**src/rtl/ffa_pkg.sv**
```systemverilog
package ffa_pkg;

  localparam int MEM_BYTES   = 128;
  localparam int MAX_HANDLES = 128;
  localparam int ADDR_W      = $clog2(MEM_BYTES);
  localparam int HND_W       = $clog2(MAX_HANDLES);
  localparam int FILL_W      = 16;

  typedef logic [1:0] cmd_t;
  typedef logic [1:0] status_t;
  typedef logic [7:0] byte_t;

  localparam cmd_t CMD_ALLOC  = 2'd0;
  localparam cmd_t CMD_ERASE  = 2'd1;
  localparam cmd_t CMD_DEFRAG = 2'd2;

  localparam status_t ST_OK      = 2'd0;
  localparam status_t ST_NULL    = 2'd1;
  localparam status_t ST_ILLEGAL = 2'd2;

endpackage

```
**src/rtl/first_fit_allocator_defrag.sv**
```systemverilog
// Alloc: first-fit byte scan up to mem_size (at most MEM_BYTES), then a table write.
// Erase: a block table read through the read port, then a clear. Defragment: (live
// blocks + 1) passes over the block table, one entry read per cycle, each but the last
// moving one block. Results (alloc, failed erase) wait until the output register is free.
// Reset (rst, synchronous) clears the occupancy map, live flags, handle counter and
// sets mem_size to 128; the block table holds garbage until written.
module first_fit_allocator_defrag (
  input  logic             clk,
  input  logic             rst,
  input  logic             cfg_we,
  input  ffa_pkg::byte_t   cfg_data,
  input  logic             in_valid,
  output logic             in_stall,
  input  ffa_pkg::cmd_t    command,
  input  ffa_pkg::byte_t   alloc_size,
  input  ffa_pkg::byte_t   handle,
  output logic             out_valid,
  input  logic             out_stall,
  output ffa_pkg::status_t status,
  output ffa_pkg::byte_t   new_handle
);
  import ffa_pkg::*;

  localparam logic [3:0] S_IDLE  = 4'd0;
  localparam logic [3:0] S_ASCAN = 4'd1;
  localparam logic [3:0] S_ADONE = 4'd2;
  localparam logic [3:0] S_ECLR  = 4'd3;
  localparam logic [3:0] S_DSCAN = 4'd4;
  localparam logic [3:0] S_DMOVE = 4'd5;
  localparam logic [3:0] S_RESP  = 4'd6;

  localparam int KEY_W = ADDR_W + HND_W;
  localparam logic [HND_W:0] IDX_END = (HND_W + 1)'(MAX_HANDLES);

  // Set bits [start, start+len) of a byte map
  function automatic logic [MEM_BYTES-1:0] run_mask(input logic [FILL_W-1:0] start,
                                                    input logic [FILL_W-1:0] len);
    logic [FILL_W:0] stop;
    logic [MEM_BYTES-1:0] m;
    stop = {1'b0, start} + {1'b0, len};
    for (int a = 0; a < MEM_BYTES; a++) begin
      m[a] = ((FILL_W + 1)'(a) >= {1'b0, start}) && ((FILL_W + 1)'(a) < stop);
    end
    return m;
  endfunction

  logic [3:0]           state;
  logic [MEM_BYTES-1:0] occ;
  logic [MAX_HANDLES-1:0] live;
  byte_t                next_handle;
  byte_t                mem_size;
  byte_t                size_q;
  logic [HND_W-1:0]     eidx;
  byte_t                scan_a;
  byte_t                run_len;
  logic [ADDR_W-1:0]    run_start;
  logic [ADDR_W-1:0]    found_start;
  logic [HND_W:0]       idx;
  logic                 p_vld;
  logic                 p_live;
  logic [HND_W-1:0]     p_h;
  logic                 have_last;
  logic [KEY_W-1:0]     last_key;
  logic                 have_best;
  logic [KEY_W-1:0]     best_key;
  byte_t                best_len;
  logic [FILL_W-1:0]    fill;
  status_t              res_status;
  byte_t                res_handle;

  // Block table
  logic [ADDR_W-1:0] block_start  [MAX_HANDLES];
  byte_t             block_length [MAX_HANDLES];
  logic [ADDR_W-1:0] rd_start;
  byte_t             rd_len;
  logic [HND_W-1:0]  mem_raddr;
  logic [HND_W-1:0]  mem_waddr;
  logic              we_start;
  logic              we_len;
  logic [ADDR_W-1:0] wdata_start;

  byte_t             lim;
  logic [HND_W-1:0]  hidx;
  logic              erase_bad;
  logic [KEY_W-1:0]  cur_key;
  logic              take_best;
  logic [ADDR_W-1:0] fill_clamp;
  byte_t             run_len_next;
  logic [ADDR_W-1:0] run_start_next;
  logic              out_free;
  logic              in_acc;

  assign lim       = (mem_size > byte_t'(MEM_BYTES)) ? byte_t'(MEM_BYTES) : mem_size;
  assign hidx      = HND_W'(handle - 8'd1);
  assign erase_bad = (handle == '0) || (handle > next_handle) || !live[hidx];
  assign cur_key   = {rd_start, p_h};
  assign take_best = p_vld && p_live && (!have_last || cur_key > last_key)
                     && (!have_best || cur_key < best_key);
  assign fill_clamp = (fill < FILL_W'(MEM_BYTES)) ? fill[ADDR_W-1:0]
                                                   : ADDR_W'(MEM_BYTES - 1);
  assign run_len_next   = run_len + 8'd1;
  assign run_start_next = (run_len == '0) ? scan_a[ADDR_W-1:0] : run_start;
  assign out_free = !out_valid || !out_stall;
  assign in_stall = (state != S_IDLE);
  assign in_acc   = in_valid && !in_stall;

  // Table port control
  always_comb begin
    mem_raddr   = (state == S_IDLE) ? hidx : idx[HND_W-1:0];
    mem_waddr   = next_handle[HND_W-1:0];
    we_start    = 1'b0;
    we_len      = 1'b0;
    wdata_start = found_start;
    if (state == S_ADONE) begin
      we_start = 1'b1;
      we_len   = 1'b1;
    end else if (state == S_DMOVE && have_best) begin
      mem_waddr   = best_key[HND_W-1:0];
      we_start    = 1'b1;
      wdata_start = fill_clamp;
    end
  end

  always_ff @(posedge clk) begin
    if (we_start) block_start[mem_waddr] <= wdata_start;
    if (we_len) block_length[mem_waddr] <= size_q;
    rd_start <= block_start[mem_raddr];
    rd_len   <= block_length[mem_raddr];
  end

  // Sequencer
  always_ff @(posedge clk) begin
    if (rst) begin
      state       <= S_IDLE;
      occ         <= '0;
      live        <= '0;
      next_handle <= '0;
      mem_size    <= byte_t'(MEM_BYTES);
      out_valid   <= 1'b0;
      p_vld       <= 1'b0;
      have_last   <= 1'b0;
      have_best   <= 1'b0;
    end else begin
      if (cfg_we) mem_size <= cfg_data;
      if (out_valid && !out_stall && state != S_RESP) out_valid <= 1'b0;
      unique case (state)
        S_IDLE: begin
          if (in_acc) begin
            size_q <= alloc_size;
            eidx   <= hidx;
            case (command)
              CMD_ALLOC: begin
                if (next_handle >= byte_t'(MAX_HANDLES) || lim == '0 || alloc_size > lim) begin
                  res_status <= ST_NULL;
                  res_handle <= '0;
                  state      <= S_RESP;
                end else if (alloc_size == '0) begin
                  found_start <= '0;
                  state       <= S_ADONE;
                end else begin
                  scan_a  <= '0;
                  run_len <= '0;
                  state   <= S_ASCAN;
                end
              end
              CMD_ERASE: begin
                if (erase_bad) begin
                  res_status <= ST_ILLEGAL;
                  res_handle <= '0;
                  state      <= S_RESP;
                end else begin
                  state <= S_ECLR;
                end
              end
              CMD_DEFRAG: begin
                idx       <= '0;
                p_vld     <= 1'b0;
                have_last <= 1'b0;
                have_best <= 1'b0;
                fill      <= '0;
                state     <= S_DSCAN;
              end
              default: ;
            endcase
          end
        end
        S_ASCAN: begin
          // Walk one byte, track the current free run
          if (scan_a == lim) begin
            res_status <= ST_NULL;
            res_handle <= '0;
            state      <= S_RESP;
          end else begin
            scan_a <= scan_a + 8'd1;
            if (occ[scan_a[ADDR_W-1:0]]) begin
              run_len <= '0;
            end else begin
              run_len   <= run_len_next;
              run_start <= run_start_next;
              if (run_len_next == size_q) begin
                found_start <= run_start_next;
                state       <= S_ADONE;
              end
            end
          end
        end
        S_ADONE: begin
          live[next_handle[HND_W-1:0]] <= 1'b1;
          occ         <= occ | run_mask(FILL_W'(found_start), FILL_W'(size_q));
          next_handle <= next_handle + 8'd1;
          res_status  <= ST_OK;
          res_handle  <= next_handle + 8'd1;
          state       <= S_RESP;
        end
        S_ECLR: begin
          live[eidx] <= 1'b0;
          occ        <= occ & ~run_mask(FILL_W'(rd_start), FILL_W'(rd_len));
          state      <= S_IDLE;
        end
        S_DSCAN: begin
          // Issue one table read per cycle, pick the smallest key above the last one
          p_vld  <= (idx != IDX_END);
          p_live <= live[idx[HND_W-1:0]];
          p_h    <= idx[HND_W-1:0];
          if (idx != IDX_END) idx <= idx + (HND_W + 1)'(1);
          if (take_best) begin
            have_best <= 1'b1;
            best_key  <= cur_key;
            best_len  <= rd_len;
          end
          if (idx == IDX_END && !p_vld) state <= S_DMOVE;
        end
        S_DMOVE: begin
          if (have_best) begin
            fill      <= fill + FILL_W'(best_len);
            last_key  <= best_key;
            have_last <= 1'b1;
            have_best <= 1'b0;
            idx       <= '0;
            state     <= S_DSCAN;
          end else begin
            occ   <= run_mask('0, fill);
            state <= S_IDLE;
          end
        end
        S_RESP: begin
          if (out_free) begin
            out_valid  <= 1'b1;
            status     <= res_status;
            new_handle <= res_handle;
            state      <= S_IDLE;
          end
        end
        default: state <= S_IDLE;
      endcase
    end
  end

`ifndef SYNTH
  a_handle_cap: assert property (@(posedge clk) disable iff (rst)
    next_handle <= byte_t'(MAX_HANDLES))
    else $error("handle counter overran");

  a_live_count: assert property (@(posedge clk) disable iff (rst)
    $countones(live) <= 32'(next_handle))
    else $error("more live blocks than handles given");

  a_ok_handle: assert property (@(posedge clk) disable iff (rst)
    out_valid && status == ST_OK |-> new_handle != '0)
    else $error("alloc beat carries null handle");

  a_fail_zero: assert property (@(posedge clk) disable iff (rst)
    out_valid && status != ST_OK |-> new_handle == '0)
    else $error("failure beat carries a handle");

  a_erase_clears: assert property (@(posedge clk) disable iff (rst)
    state == S_ECLR |=> !live[$past(eidx)])
    else $error("erased handle still live");
`endif

endmodule

```
**config.mk**
```make
export PLATFORM = sky130hd
export DESIGN_NAME = first_fit_allocator_defrag
export DESIGN_NICKNAME = d
export VERILOG_FILES = /design/src/rtl/ffa_pkg.sv /design/src/rtl/first_fit_allocator_defrag.sv
export SDC_FILE = /design/constraint.sdc
export NUM_CORES = 2
export LEC_CHECK = 0
export BUFFER_PORTS_ARGS = -buffer_cell sky130_fd_sc_hd__buf_4
export CAP_MARGIN = 30
export CORE_AREA = 2 2 467 561
export DETAILED_ROUTE_END_ITERATION = 8
export DIE_AREA = 0 0 469 563
export GPL_TIMING_DRIVEN = 0
export SETUP_SLACK_MARGIN = 0.15
export SLEW_MARGIN = 25
export SYNTH_ARGS = -nofsm -noshare
export SYNTH_HDL_FRONTEND = slang
export SYNTH_SLANG_ARGS = --single-unit
```
**constraint.sdc**
```tcl
create_clock -name clk -period 8.1 [get_ports clk]
set_clock_uncertainty 0.15 [all_clocks]
set_input_delay 1.62 -clock clk [delete_from_list [all_inputs] [get_ports clk]]
set_output_delay 1.62 -clock clk [all_outputs]
set_load 0.005 [all_outputs]
```
==> reports/results.env <==
RESULT_OF_THE_RUN='complete, no violations'
SYN_NETS=7356
NUMCTSBUFFERS=239
CLOCK_TREE.BUFFER_DEPTH=4
FINALWEIGHTEDCONGESTION=1.01
AREA_GROWTH_PCT=15.0
GRT_START_MAX_NET_PINS=33
MAXSLEWHEADROOM=0.210
FLOP2FLOP_SETUP_SLACK_NS=1.90
CRITICAL_PATH.ENDPOINT_TYPE='register'
WORST_SETUP_PATH_ENDPOINT='rd_len[1]'
POST_CTS_RESIZE_COUNT=0
FINALSETUPVIOLCOUNT=0
CELL_CHAIN_CRITICAL_PATH='buf_2, clkinv_1, ha_1, clkbuf_1, o21ai_1, buf_2, buf_2, clkbuf_1, buf_2, mux4_2, nand2_1, a21oi_1, nor4_1, nor3_1'
YOSYS_MOST_USED_DFF='sky130_fd_sc_hd__edfxtp_1'
GRT_SETUP_UNREPAIRED='false'
CRITICAL_PATH.REG2REG.ENDPOINT='occ[91]'
INITIAL_UTILIZATION=0.397
YS_TYPES=86
YOSYS_WARNINGS=0
FINAL_LAYOUT_SIZE_SUFFIX_GT1_FRAC=0.173
ROUTE.DETAILED.WL_PER_INST_MICRONS=36.6
DESIGN.DIE.AREA_SQ_UM=264000
CRIT_REQUIRED_NS=8.68
LAYOUT_WORST_PATH_CYCLE_SHARE=0.873
DIE-WIDTH_MICRONS=469
CTS_ROOT_BUF='sky130_fd_sc_hd__clkbuf_16'
FINAL_CELL_MIX='2053 x sky130_fd_sc_hd__edfxtp_1, 831 x sky130_fd_sc_hd__nand2_1, 584 x sky130_fd_sc_hd__mux4_2'
TIMING.RR.START='size_q[1]'
CLK_LATENCY_NS=0.94
STATIC-LEAKAGE-POWER_nW=38.1
TRITONCTS='yes'
INITIAL_ANTENNA_VIOLATION_COUNT=30
ANTENNA_LEFT=0
HTREE_LEVELS=4
VDD_IR_DROP_MAX_mV=0.380
POWER.DENSITY_CELL_AREA_nW_PER_UM2=383
CRITICAL_PATH.MAX_FANOUT=10
MULTIINPUTGATEAREA_SQ_UM=33100
WORST_PATH_MAX_DELAY_CELL='sky130_fd_sc_hd__nor4_1'
POST-ROUTE-DRC-COUNT=0
CRITICAL_PATH_ARRIVAL_NS=7.65
YOSYSSEQAREASHARE=0.656
SEQCELLAREA_SQ_UM=67500
SYNTH_CELLS=7245
ROUTED_WIRELENGTH_MM=414
DESIGN.CORE.AREA_SQ_UM=259000
MAX_FREQ_MHz=141
FIRSTDRTPASSITERS=6
CRITPATHMAXSTAGEDELAY_NS=0.87
ASYNCSETRESETFLOPFRACSYNTH=0
SYNTH.CELL_AREA_SQ_UM=103000
CP_NUM_BUF_INV=7
GRT_PASS1_VIAS=69400
HOLD_BUFFERS=0
FIN_SETUP_TNS_NS=0
ROUTE.VIAS.TOTAL=70600
DR.FIRST_ITER.DRC_COUNT=9646
CP_NUM_CELLS=14
CTS_POST_SETUP_BUFFERS_INSERTED=0
PIN_COUNT=43
SYNTH.FF_LATCH_COUNT=2347
GLOBAL_ROUTE.OVERFLOW_TOTAL=0
GRT_FIRST_PASS_WIRELENGTH_MM=562
DIE_H_MICRONS=563
SYN_AVG_CELL_AREA_SQ_UM=14.2
PORT_BUFFERS=39
CP_LAUNCH_TYPE='input port'
CLKSINKCOUNT=2347
FAMILY_OF_CELLS_WITH_THE_GREATEST_SUMMED_DELAY_ON_THE_CRITICAL_PATH='buffers and inverters'
SLEW_VIOL_FINAL=0
ROW_COUNT=205
CRITICAL_PATH_CLASS='in2reg'
NUMBER_OF_CELL_INSTANCES_ON_THE_WORST_REGISTER_TO_REGISTER_PATH=16
PATH_TYPE_OF_THE_WORST_MIN_DELAY_PATH='reg2reg'
NFILLCELLS=22800
CRITICAL_PATH.STARTPOINT='handle[0]'
MAX_SLEW.WORST_PIN.SLEW_NS=1.17
GRT_UTIL_ALL_LAYERS=0.309
MOSTFREQUENTLAYOUTCELL='sky130_fd_sc_hd__edfxtp_1'
SYNTH-EDFF-COUNT=2053
CLOCK_TRANSITION_AT_PATH_REGS_NS=0.06
CRITICAL_PATH.MOST_COMMON_CELL='sky130_fd_sc_hd__buf_2'
FINAL_NET_COUNT=7801
VIASPERCELL=6.24
TIMING_HOLD_VIOLATIONS_FINAL=0
FINALCRITICALPERIOD_NS=7.07
FINAL_INSTANCE_AREA_SQ_UM=118000
DPL.HPWL_MM=312
TOTAL_POWER_W=0.0454
DETAILED_PLACE.AREA_SQ_UM=111000
DRV_CAP=0
==> layer usage <==
layer / vias up / global-route usage / routed length (microns)
li1: 29000 / - / -
met1: 36600 / 0.386 / 153000
met2: 3945 / 0.497 / 196000
met3: 977 / 0.0491 / 32400
met4: 14 / 0.203 / 32000
met5: - / 0 / 94
==> Yosys cell counts, types with 8 or more instances <==
cell type | number | area (sq um)
sky130_fd_sc_hd__a31oi_1 | 99 | 619
sky130_fd_sc_hd__o211ai_1 | 35 | 263
sky130_fd_sc_hd__a311oi_1 | 18 | 158
sky130_fd_sc_hd__nor3_1 | 94 | 470
sky130_fd_sc_hd__clkbuf_1 | 362 | 1360
sky130_fd_sc_hd__o21ai_0 | 483 | 2420
sky130_fd_sc_hd__nand2_1 | 838 | 3150
sky130_fd_sc_hd__or4_1 | 18 | 135
sky130_fd_sc_hd__and2_1 | 34 | 213
sky130_fd_sc_hd__mux2_2 | 16 | 180
sky130_fd_sc_hd__or2_2 | 12 | 75.1
sky130_fd_sc_hd__xnor2_1 | 40 | 350
sky130_fd_sc_hd__a21o_1 | 22 | 165
sky130_fd_sc_hd__a21oi_1 | 525 | 2630
sky130_fd_sc_hd__dfxtp_1 | 294 | 5890
sky130_fd_sc_hd__xor2_1 | 25 | 219
sky130_fd_sc_hd__and2_0 | 8 | 50.1
sky130_fd_sc_hd__or3_1 | 21 | 131
sky130_fd_sc_hd__buf_2 | 68 | 340
sky130_fd_sc_hd__a211oi_1 | 78 | 586
sky130_fd_sc_hd__o21ai_1 | 11 | 55.1
sky130_fd_sc_hd__mux4_2 | 584 | 13200
sky130_fd_sc_hd__nor2b_1 | 27 | 169
sky130_fd_sc_hd__a221oi_1 | 23 | 201
sky130_fd_sc_hd__buf_1 | 38 | 143
sky130_fd_sc_hd__a2111oi_0 | 10 | 87.6
sky130_fd_sc_hd__a32oi_1 | 8 | 70.1
sky130_fd_sc_hd__nand4_1 | 29 | 181
sky130_fd_sc_hd__nand3_1 | 278 | 1390
sky130_fd_sc_hd__nor4_1 | 44 | 275
sky130_fd_sc_hd__nor2_1 | 493 | 1850
sky130_fd_sc_hd__o21a_1 | 22 | 165
sky130_fd_sc_hd__inv_1 | 118 | 443
sky130_fd_sc_hd__edfxtp_1 | 2053 | 61600
sky130_fd_sc_hd__a22oi_1 | 9 | 67.6
sky130_fd_sc_hd__nand2b_1 | 27 | 169
sky130_fd_sc_hd__o221ai_1 | 10 | 87.6
sky130_fd_sc_hd__buf_4 | 38 | 285
sky130_fd_sc_hd__ha_1 | 77 | 963
sky130_fd_sc_hd__o22ai_1 | 15 | 93.8
sky130_fd_sc_hd__o311ai_0 | 10 | 87.6
sky130_fd_sc_hd__o31ai_1 | 25 | 188
sky130_fd_sc_hd__and3_1 | 59 | 369
sky130_fd_sc_hd__mux2i_1 | 46 | 460
==> flip-flops by register name, summed over array words and instances (netlist names), 14 cells and up <==
name	flops
block_length	1024
block_start	896
live	128
occ	128
fill	16
best_key	14
last_key	14
==> worst min-delay path by stage <==
stage                    end     startpoint  cells past startpoint  slack (ns)
6_report       new_handle[5]  res_handle[5]                      0        0.29
5_1_grt            status[1]  res_status[1]                      0        0.31
4_1_cts        new_handle[5]  res_handle[5]                      0        0.29
3_5_place_dp       status[0]  res_status[0]                      0        0.26
3_3_place_gp       status[1]  res_status[1]                      0        0.26
2_1_floorplan  new_handle[0]  res_handle[0]                      0        0.25
==> final cells by class <==
cell class	count	share of cell area
sequential	2347	0.570
multi-input combinational	4266	0.279
clock buffer	293	0.0535
tap	3415	0.0361
timing repair buffer	204	0.0266
buffer	509	0.0186
clock inverter	135	0.0109
inverter	123	0.00390
antenna	19	0.000402
==> stage by stage <==
step	hold slack, ns	worst slack, ns	util	std cells
3_3_place_gp	0.257	-9.59	0.415	10700
5_1_grt	0.306	1.08	0.457	11300
6_report	0.292	1.03	0.457	11300
3_5_place_dp	0.265	0.224	0.427	10900
4_1_cts	0.291	1.23	0.457	11300
2_1_floorplan	0.250	0.459	-	7245
==> kinds of logic (layout without fill, tap and decap cells) <==
logic type	Yosys count	count (layout)	synth area share
other	0	19	0
buffers and inverters	632	1264	0.0255
adders and majority gates	80	80	0.00994
DFF	2347	2347	0.656
xor gates and xnor gates	65	65	0.00553
muxes	647	647	0.134
and+or+nand+nor	2011	2011	0.0863
AOI/OAI and AO/OA	1463	1463	0.0825
==> power breakdown <==
part / total, W / leakage (nW) / internal [W] / switching [W]
registers: 0.0142 / 20.9 / 0.0138 / 0.000378
clock network: 0.0110 / 3.74 / 0.00628 / 0.00474
logic: 0.0202 / 13.5 / 0.00641 / 0.0137
Note: power is estimated with default switching activity, not from simulation.
